[src/esc_pkg.sv]
// Shared constants and helper functions for the epoch-seconds to calendar converter.
// Used by epoch_seconds_to_calendar_top; depends on nothing else.
package esc_pkg;

    // Calendar constants
    localparam logic [11:0] EPOCH_YEAR      = 12'd1970;
    localparam logic [11:0] NO_LEAP_CENTURY = 12'd2100;
    localparam logic [15:0] DAYS_COMMON     = 16'd365;
    localparam logic [15:0] DAYS_LEAP       = 16'd366;
    localparam logic [5:0]  SEC_PER_MIN     = 6'd60;
    localparam logic [5:0]  HOUR_PER_DAY    = 6'd24;
    localparam logic [3:0]  LAST_MONTH      = 4'd11;

    // Reciprocals for the constant divisions. Dividing by 60 takes the product
    // from bit 37 up; dividing by 24 uses one third and takes it from bit 36 up.
    // Both are exact for every 32-bit dividend.
    localparam logic [31:0] RECIP_SIXTY     = 32'h8888_8889;
    localparam logic [31:0] RECIP_THREE     = 32'hAAAA_AAAB;

    // Divider passes, one per constant division
    localparam logic [1:0] PASS_SEC  = 2'd0;
    localparam logic [1:0] PASS_MIN  = 2'd1;
    localparam logic [1:0] PASS_HOUR = 2'd2;

    // Leap rule over 1970..2106: within that span the only century years are
    // 2000, which is a multiple of 400, and 2100, which is not.
    function automatic logic is_leap(input logic [11:0] y);
        is_leap = (y[1:0] == 2'b00) && (y != NO_LEAP_CENTURY);
    endfunction

    // Length of a month, zero-based month index.
    function automatic logic [15:0] month_days(input logic [3:0] m, input logic leap);
        logic [4:0] len;
        case (m)
            4'd0:    len = 5'd31;
            4'd1:    len = leap ? 5'd29 : 5'd28;
            4'd2:    len = 5'd31;
            4'd3:    len = 5'd30;
            4'd4:    len = 5'd31;
            4'd5:    len = 5'd30;
            4'd6:    len = 5'd31;
            4'd7:    len = 5'd31;
            4'd8:    len = 5'd30;
            4'd9:    len = 5'd31;
            4'd10:   len = 5'd30;
            4'd11:   len = 5'd31;
            default: len = 5'd31;
        endcase
        month_days = {11'd0, len};
    endfunction

endpackage

[src/epoch_seconds_to_calendar_top.sv]
// Converts a 32-bit count of seconds since 1970-01-01 00:00:00 into date and time of day.
// Depends on esc_pkg for calendar constants and the leap and month-length functions.
//
// Usage:
//   Input channel: epoch_seconds with in_valid / in_ready. A transfer takes place
//   when both are high. in_ready is high only while the converter is idle.
//   Output channel: second, minute, hour, day, month, year with out_valid /
//   out_ready, held in an output register until the transfer completes.
//   Sequence: a conversion runs the three constant divisions (by 60, 60 and 24)
//   on one shared reciprocal multiplier, each registering the product first.
//   The year and month walks then share a 17-bit compare-and-subtract unit, one
//   year or one month per cycle; they remove the whole years after 1970 (0..136)
//   and then the whole months walked (0..11), and the result is loaded into the
//   output register.
//   Throughput: one item per conversion; a new item is accepted as soon as the
//   previous result sits in the output register, even if the receiver stalls.
//   If the receiver still holds the previous result when a new one is finished,
//   the converter waits until that result has been transferred.
//   Reset: asynchronous, active low; clears the sequencer and the output valid.
module epoch_seconds_to_calendar_top (
    input  logic        clk,
    input  logic        rst_n,
    input  logic        in_valid,
    output logic        in_ready,
    input  logic [31:0] epoch_seconds,
    output logic        out_valid,
    input  logic        out_ready,
    output logic [5:0]  second,
    output logic [5:0]  minute,
    output logic [4:0]  hour,
    output logic [4:0]  day,
    output logic [3:0]  month,
    output logic [11:0] year
);
    import esc_pkg::*;

    // Sequencer state codes
    localparam logic [2:0] ST_IDLE   = 3'd0;
    localparam logic [2:0] ST_DIV    = 3'd1;
    localparam logic [2:0] ST_YEAR   = 3'd2;
    localparam logic [2:0] ST_MONTH  = 3'd3;
    localparam logic [2:0] ST_FINISH = 3'd4;

    logic [2:0]  state_reg, state_next;
    logic [1:0]  pass_reg, pass_next;
    logic        phase_reg, phase_next;
    logic [31:0] quot_reg, quot_next;
    logic [63:0] prod_reg, prod_next;
    logic [5:0]  sec_reg, sec_next;
    logic [5:0]  min_reg, min_next;
    logic [4:0]  hr_reg, hr_next;
    logic [15:0] days_reg, days_next;
    logic [11:0] year_reg, year_next;
    logic [3:0]  mon_reg, mon_next;

    logic        out_valid_reg, out_valid_next;
    logic [5:0]  out_sec_reg, out_sec_next;
    logic [5:0]  out_min_reg, out_min_next;
    logic [4:0]  out_hr_reg, out_hr_next;
    logic [4:0]  out_day_reg, out_day_next;
    logic [3:0]  out_mon_reg, out_mon_next;
    logic [11:0] out_year_reg, out_year_next;

    // Shared compare-and-subtract unit
    logic [15:0] alu_a;
    logic [15:0] alu_b;
    logic [16:0] alu_diff;
    logic        alu_ge;

    // Shared reciprocal multiplier for the constant divisions
    logic [31:0] recip;
    logic [63:0] mul_out;
    logic [31:0] div_quot;
    logic [5:0]  divisor;
    logic [11:0] div_back;
    logic [5:0]  div_rem;
    logic        leap;

    assign recip    = (pass_reg == PASS_HOUR) ? RECIP_THREE : RECIP_SIXTY;
    assign divisor  = (pass_reg == PASS_HOUR) ? HOUR_PER_DAY : SEC_PER_MIN;
    assign mul_out  = quot_reg * recip;
    assign leap     = is_leap(year_reg);

    // Quotient from the registered product; the remainder is below 64, so only
    // the low six bits of the dividend and of quotient times divisor matter.
    assign div_quot = (pass_reg == PASS_HOUR) ? {4'd0, prod_reg[63:36]}
                                              : {5'd0, prod_reg[63:37]};
    assign div_back = div_quot[5:0] * divisor;
    assign div_rem  = quot_reg[5:0] - div_back[5:0];

    // Operand selection for the shared unit
    always_comb
    begin
        case (state_reg)
            ST_YEAR:
            begin
                alu_a = days_reg;
                alu_b = leap ? DAYS_LEAP : DAYS_COMMON;
            end
            ST_MONTH:
            begin
                alu_a = days_reg;
                alu_b = month_days(mon_reg, leap);
            end
            default:
            begin
                alu_a = days_reg;
                alu_b = 16'd0;
            end
        endcase
    end

    assign alu_diff = {1'b0, alu_a} - {1'b0, alu_b};
    assign alu_ge   = ~alu_diff[16];

    // Sequencer and datapath next-state logic
    always_comb
    begin
        state_next     = state_reg;
        pass_next      = pass_reg;
        phase_next     = phase_reg;
        quot_next      = quot_reg;
        prod_next      = prod_reg;
        sec_next       = sec_reg;
        min_next       = min_reg;
        hr_next        = hr_reg;
        days_next      = days_reg;
        year_next      = year_reg;
        mon_next       = mon_reg;
        out_valid_next = out_valid_reg;
        out_sec_next   = out_sec_reg;
        out_min_next   = out_min_reg;
        out_hr_next    = out_hr_reg;
        out_day_next   = out_day_reg;
        out_mon_next   = out_mon_reg;
        out_year_next  = out_year_reg;

        // The receiver takes the held result.
        if (out_valid_reg && out_ready)
        begin
            out_valid_next = 1'b0;
        end

        case (state_reg)
            ST_IDLE:
            begin
                if (in_valid)
                begin
                    quot_next  = epoch_seconds;
                    pass_next  = PASS_SEC;
                    phase_next = 1'b0;
                    state_next = ST_DIV;
                end
            end

            // Each division first registers the product, then the quotient replaces the
            // dividend and the remainder is kept.
            ST_DIV:
            begin
                if (!phase_reg)
                begin
                    prod_next  = mul_out;
                    phase_next = 1'b1;
                end
                else
                begin
                    quot_next  = div_quot;
                    phase_next = 1'b0;
                    case (pass_reg)
                        PASS_SEC:
                        begin
                            sec_next  = div_rem;
                            pass_next = PASS_MIN;
                        end
                        PASS_MIN:
                        begin
                            min_next  = div_rem;
                            pass_next = PASS_HOUR;
                        end
                        PASS_HOUR:
                        begin
                            hr_next    = div_rem[4:0];
                            days_next  = div_quot[15:0];
                            year_next  = EPOCH_YEAR;
                            state_next = ST_YEAR;
                        end
                        default:
                        begin
                            pass_next = PASS_SEC;
                        end
                    endcase
                end
            end

            // Remove one whole year per cycle.
            ST_YEAR:
            begin
                if (alu_ge)
                begin
                    days_next = alu_diff[15:0];
                    year_next = year_reg + 12'd1;
                end
                else
                begin
                    mon_next   = 4'd0;
                    state_next = ST_MONTH;
                end
            end

            // Remove one whole month per cycle, stopping at December.
            ST_MONTH:
            begin
                if (alu_ge && (mon_reg != LAST_MONTH))
                begin
                    days_next = alu_diff[15:0];
                    mon_next  = mon_reg + 4'd1;
                end
                else
                begin
                    state_next = ST_FINISH;
                end
            end

            // Load the output register once it is free.
            ST_FINISH:
            begin
                if (!out_valid_reg || out_ready)
                begin
                    out_valid_next = 1'b1;
                    out_sec_next   = sec_reg;
                    out_min_next   = min_reg;
                    out_hr_next    = hr_reg;
                    out_day_next   = days_reg[4:0] + 5'd1;
                    out_mon_next   = mon_reg + 4'd1;
                    out_year_next  = year_reg;
                    state_next     = ST_IDLE;
                end
            end

            default:
            begin
                state_next = ST_IDLE;
            end
        endcase
    end

    // Control registers
    always_ff @(posedge clk or negedge rst_n)
    begin
        if (!rst_n)
        begin
            state_reg     <= ST_IDLE;
            pass_reg      <= PASS_SEC;
            phase_reg     <= 1'b0;
            out_valid_reg <= 1'b0;
        end
        else
        begin
            state_reg     <= state_next;
            pass_reg      <= pass_next;
            phase_reg     <= phase_next;
            out_valid_reg <= out_valid_next;
        end
    end

    // Datapath and output payload registers
    always_ff @(posedge clk)
    begin
        quot_reg     <= quot_next;
        prod_reg     <= prod_next;
        sec_reg      <= sec_next;
        min_reg      <= min_next;
        hr_reg       <= hr_next;
        days_reg     <= days_next;
        year_reg     <= year_next;
        mon_reg      <= mon_next;
        out_sec_reg  <= out_sec_next;
        out_min_reg  <= out_min_next;
        out_hr_reg   <= out_hr_next;
        out_day_reg  <= out_day_next;
        out_mon_reg  <= out_mon_next;
        out_year_reg <= out_year_next;
    end

    assign in_ready  = (state_reg == ST_IDLE);
    assign out_valid = out_valid_reg;
    assign second    = out_sec_reg;
    assign minute    = out_min_reg;
    assign hour      = out_hr_reg;
    assign day       = out_day_reg;
    assign month     = out_mon_reg;
    assign year      = out_year_reg;

endmodule
[config.mk]
export PLATFORM = sky130hd
export DESIGN_NAME = epoch_seconds_to_calendar_top
export DESIGN_NICKNAME = d
export VERILOG_FILES = /design/src/esc_pkg.sv /design/src/epoch_seconds_to_calendar_top.sv
export SDC_FILE = /design/constraint.sdc
export NUM_CORES = 1
export LEC_CHECK = 0
export BUFFER_PORTS_ARGS = -buffer_cell sky130_fd_sc_hd__buf_2
export CAP_MARGIN = 20
export CORE_MARGIN = 5
export CORE_UTILIZATION = 45
export CTS_BUF_LIST = sky130_fd_sc_hd__clkbuf_8
export CTS_CLUSTER_SIZE = 14
export DETAILED_ROUTE_END_ITERATION = 7
export PLACE_DENSITY_LB_ADDON = 0.15
export SLEW_MARGIN = 20
export SYNTH_ARGS = -nofsm -noshare
export SYNTH_HDL_FRONTEND = slang
export SYNTH_SLANG_ARGS = --single-unit
[constraint.sdc]
create_clock -name clk -period 8.9 [get_ports clk]
set_clock_uncertainty 0.2 [all_clocks]
set_input_delay 0.89 -clock clk [delete_from_list [all_inputs] [get_ports clk]]
set_output_delay 0.89 -clock clk [all_outputs]
set_load 0.01 [all_outputs]
==> results.yml <==
run_status:
  status: "completed"
placed_design:
  portBuffers: 75
  gp_congestion: 1.07
  dpl.hpwl_mm: 61.8
  dp.cells: 3103
logic_synthesis:
  ys_ff_latch: 154
  synth_mux_area_frac: 0.00947
  synthCells: 2347
  netlist-cell-type-count: 69
  synth-edff-count: 147
  synth_flop_cell: "edfxtp_1"
  synth-simple-area-share: 0.0720
  synth-seq-area-share: 0.189
  synthTopCellsByArea: "fa_1 32%, ha_1 20%, edfxtp_1 18%"
  yosys.area.top_type_share: 0.320
  synth_compound_area_frac: 0.0672
  ys_warn_count: 0
  syn_area_per_cell_um2: 10.4
  synth_nets: 3161
  syn-cell-area_mm2: 0.0243
  yosys.area_share.adder: 0.521
  synth-xor-area-share: 0.0429
  async_flop_share: 0.0455
  yosysTopAreaCell: "fa_1"
  synth_top_family_by_area: "adder cells"
cts:
  insertion_delay_ns: 0.48
  cts.repair.resized: 0
  clockBufferDepth: 2
  root_buffer: "clkbuf_8"
  postCtsSetupBuffers: 0
  clock_sinks: 154
  ctsHoldBuffers: 0
  htreeDepth: 4
  cts_tree: "done"
  cts_buffers: 17
  path_clk_slew_ns: 0.10
global_routing:
  grt_max_degree: 39
  antenna_found_initial: 0
  gr-total-overflow: 0
  grt_pass1_vias: 17562
  grt_pass1_wl_mm: 105
  grt_use_total: 0.235
sta:
  hold_viol: 0
  slew-limit-headroom: 0.466
  drv_slew: 0
  rsz0062_at_grt: "false"
  worst_pin_slew_ns: 0.800
  post-route-period-util: 0.937
  clock.fmax_ghz: 0.120
  layout_min_cycle_time_ns: 8.34
  finalSetupTns_ns: 0
  setup_viol: 0
routing:
  dr.pass1.iters: 5
  drt-total-wl_mm: 69.2
  ant_nets: 0
  routedWlPerCell_um: 22.1
  vias_per_cell: 5.25
  drtIter0Drc: 879
  vias: 16451
  drcViolationCount: 0
final_layout:
  final_common_cell: "inv_1"
  drive_gt1_frac: 0.0689
  diodes: 0
  finish.utilization: 0.485
  fillers: 4993
  final_cell_mix: "596 x inv_1, 389 x fa_1, 389 x ha_1, 147 x edfxtp_1, 144 x nand2_1"
  syn_to_final_growth_pct: 7.06
  largest_register_ffs: 32
  fin_cells: 3135
  nNetsFinal: 3240
setup_path:
  cp_max_fo: 18
  worstPathArrival_ns: 8.47
  r2r_slack_ns: 0.56
  critPathRequiredTime_ns: 9.03
  startpoint_type: "flop"
  path_class: "reg2reg"
  cpMostUsedCell: "fa_1"
  slowest_delay_ns: 0.56
  crit_slowest_cell: "and2b_2"
  cp-end-kind: "flop"
floorplan:
  num_rows: 85
  die_h_um: 242
  core-area_mm2: 0.0537
  pin_count: 76
  die_x_um: 242
  die_area_mm2: 0.0588
  start_util: 0.453
hold_path:
  hp-class: "in2async"
flow_run:
  cap_viol_max_count: 0
-- critical path, delay by kind of cell, from the launching register on --
| family | cells | cell delay (ns) |
|---|---|---|
| AOI/OAI and AO/OA | 3 | 0.72 |
| xor gates and xnor gates | 1 | 0.32 |
| adders and majority gates | 8 | 3.49 |
| buffers and inverters | 4 | 0.53 |
| DFF | 1 | 0.46 |
| and+or+nand+nor | 10 | 2.44 |
-- kinds of logic (layout without fill, tap and decap cells) --
kind of cell / after synthesis / count (layout)
AO/OA/AOI/OAI: 256 / 256
XOR/XNOR: 119 / 119
adder cells (fa/ha/maj): 778 / 778
multiplexers: 23 / 23
buffers and inverters: 640 / 732
flip-flops: 154 / 154
AND/OR/NAND/NOR: 377 / 377
-- routing by layer --
metal | global-route usage | share of wire | vias up
met5 | 0 | 0 | -
li1 | - | - | 7655
met3 | 0.0338 | 0.048 | 98
met2 | 0.398 | 0.49 | 449
met1 | 0.313 | 0.42 | 8249
met4 | 0.0772 | 0.038 | 0
-- Yosys cell counts (23+ instances only) --
master / instances
a21o_1: 26
a21oi_1: 77
clkbuf_1: 36
edfxtp_1: 147
fa_1: 389
ha_1: 389
inv_1: 596
mux2i_1: 23
nand2_1: 144
nand3_1: 26
nand4_1: 23
nor2_1: 90
o21ai_0: 56
xnor2_1: 82
xor2_1: 37
-- area by class of cell --
cell class	count	area (µm²)	share of cell area
clock inverters	15	181	0.00697
repair buffers	103	586	0.0225
clock buffers	17	234	0.00899
well taps	696	871	0.0335
flip-flops and latches	154	4590	0.176
inverters	597	2240	0.0861
multi-input cells	1553	17300	0.666
-- worst paths after layout --
check                             from      endpoint  depth (start not counted)
hold reg to reg             sec_reg[5]     second[5]                          0
setup reg to reg           pass_reg[0]  prod_reg[61]                         26
max in group asynchronous        rst_n     out_valid                          1
setup / recovery           pass_reg[0]  prod_reg[61]                         26
hold / removal                   rst_n  state_reg[1]                          1
min in group clk            sec_reg[5]     second[5]                          0
-- per-stage QoR --
step           hold slack (ns)  cell area, µm²  setup slack, ns
2_1_floorplan            0.200           24300             1.11
3_3_place_gp             0.208           25600            0.704
3_5_place_dp             0.205           25600            0.640
4_1_cts                0.00191           26000            0.574
5_1_grt                 0.0110           26000            0.256
6_report                0.0274           26000            0.557
Power is not shown: default switching activity piles up to over one toggle a cycle in this logic, so the estimate is an artifact.
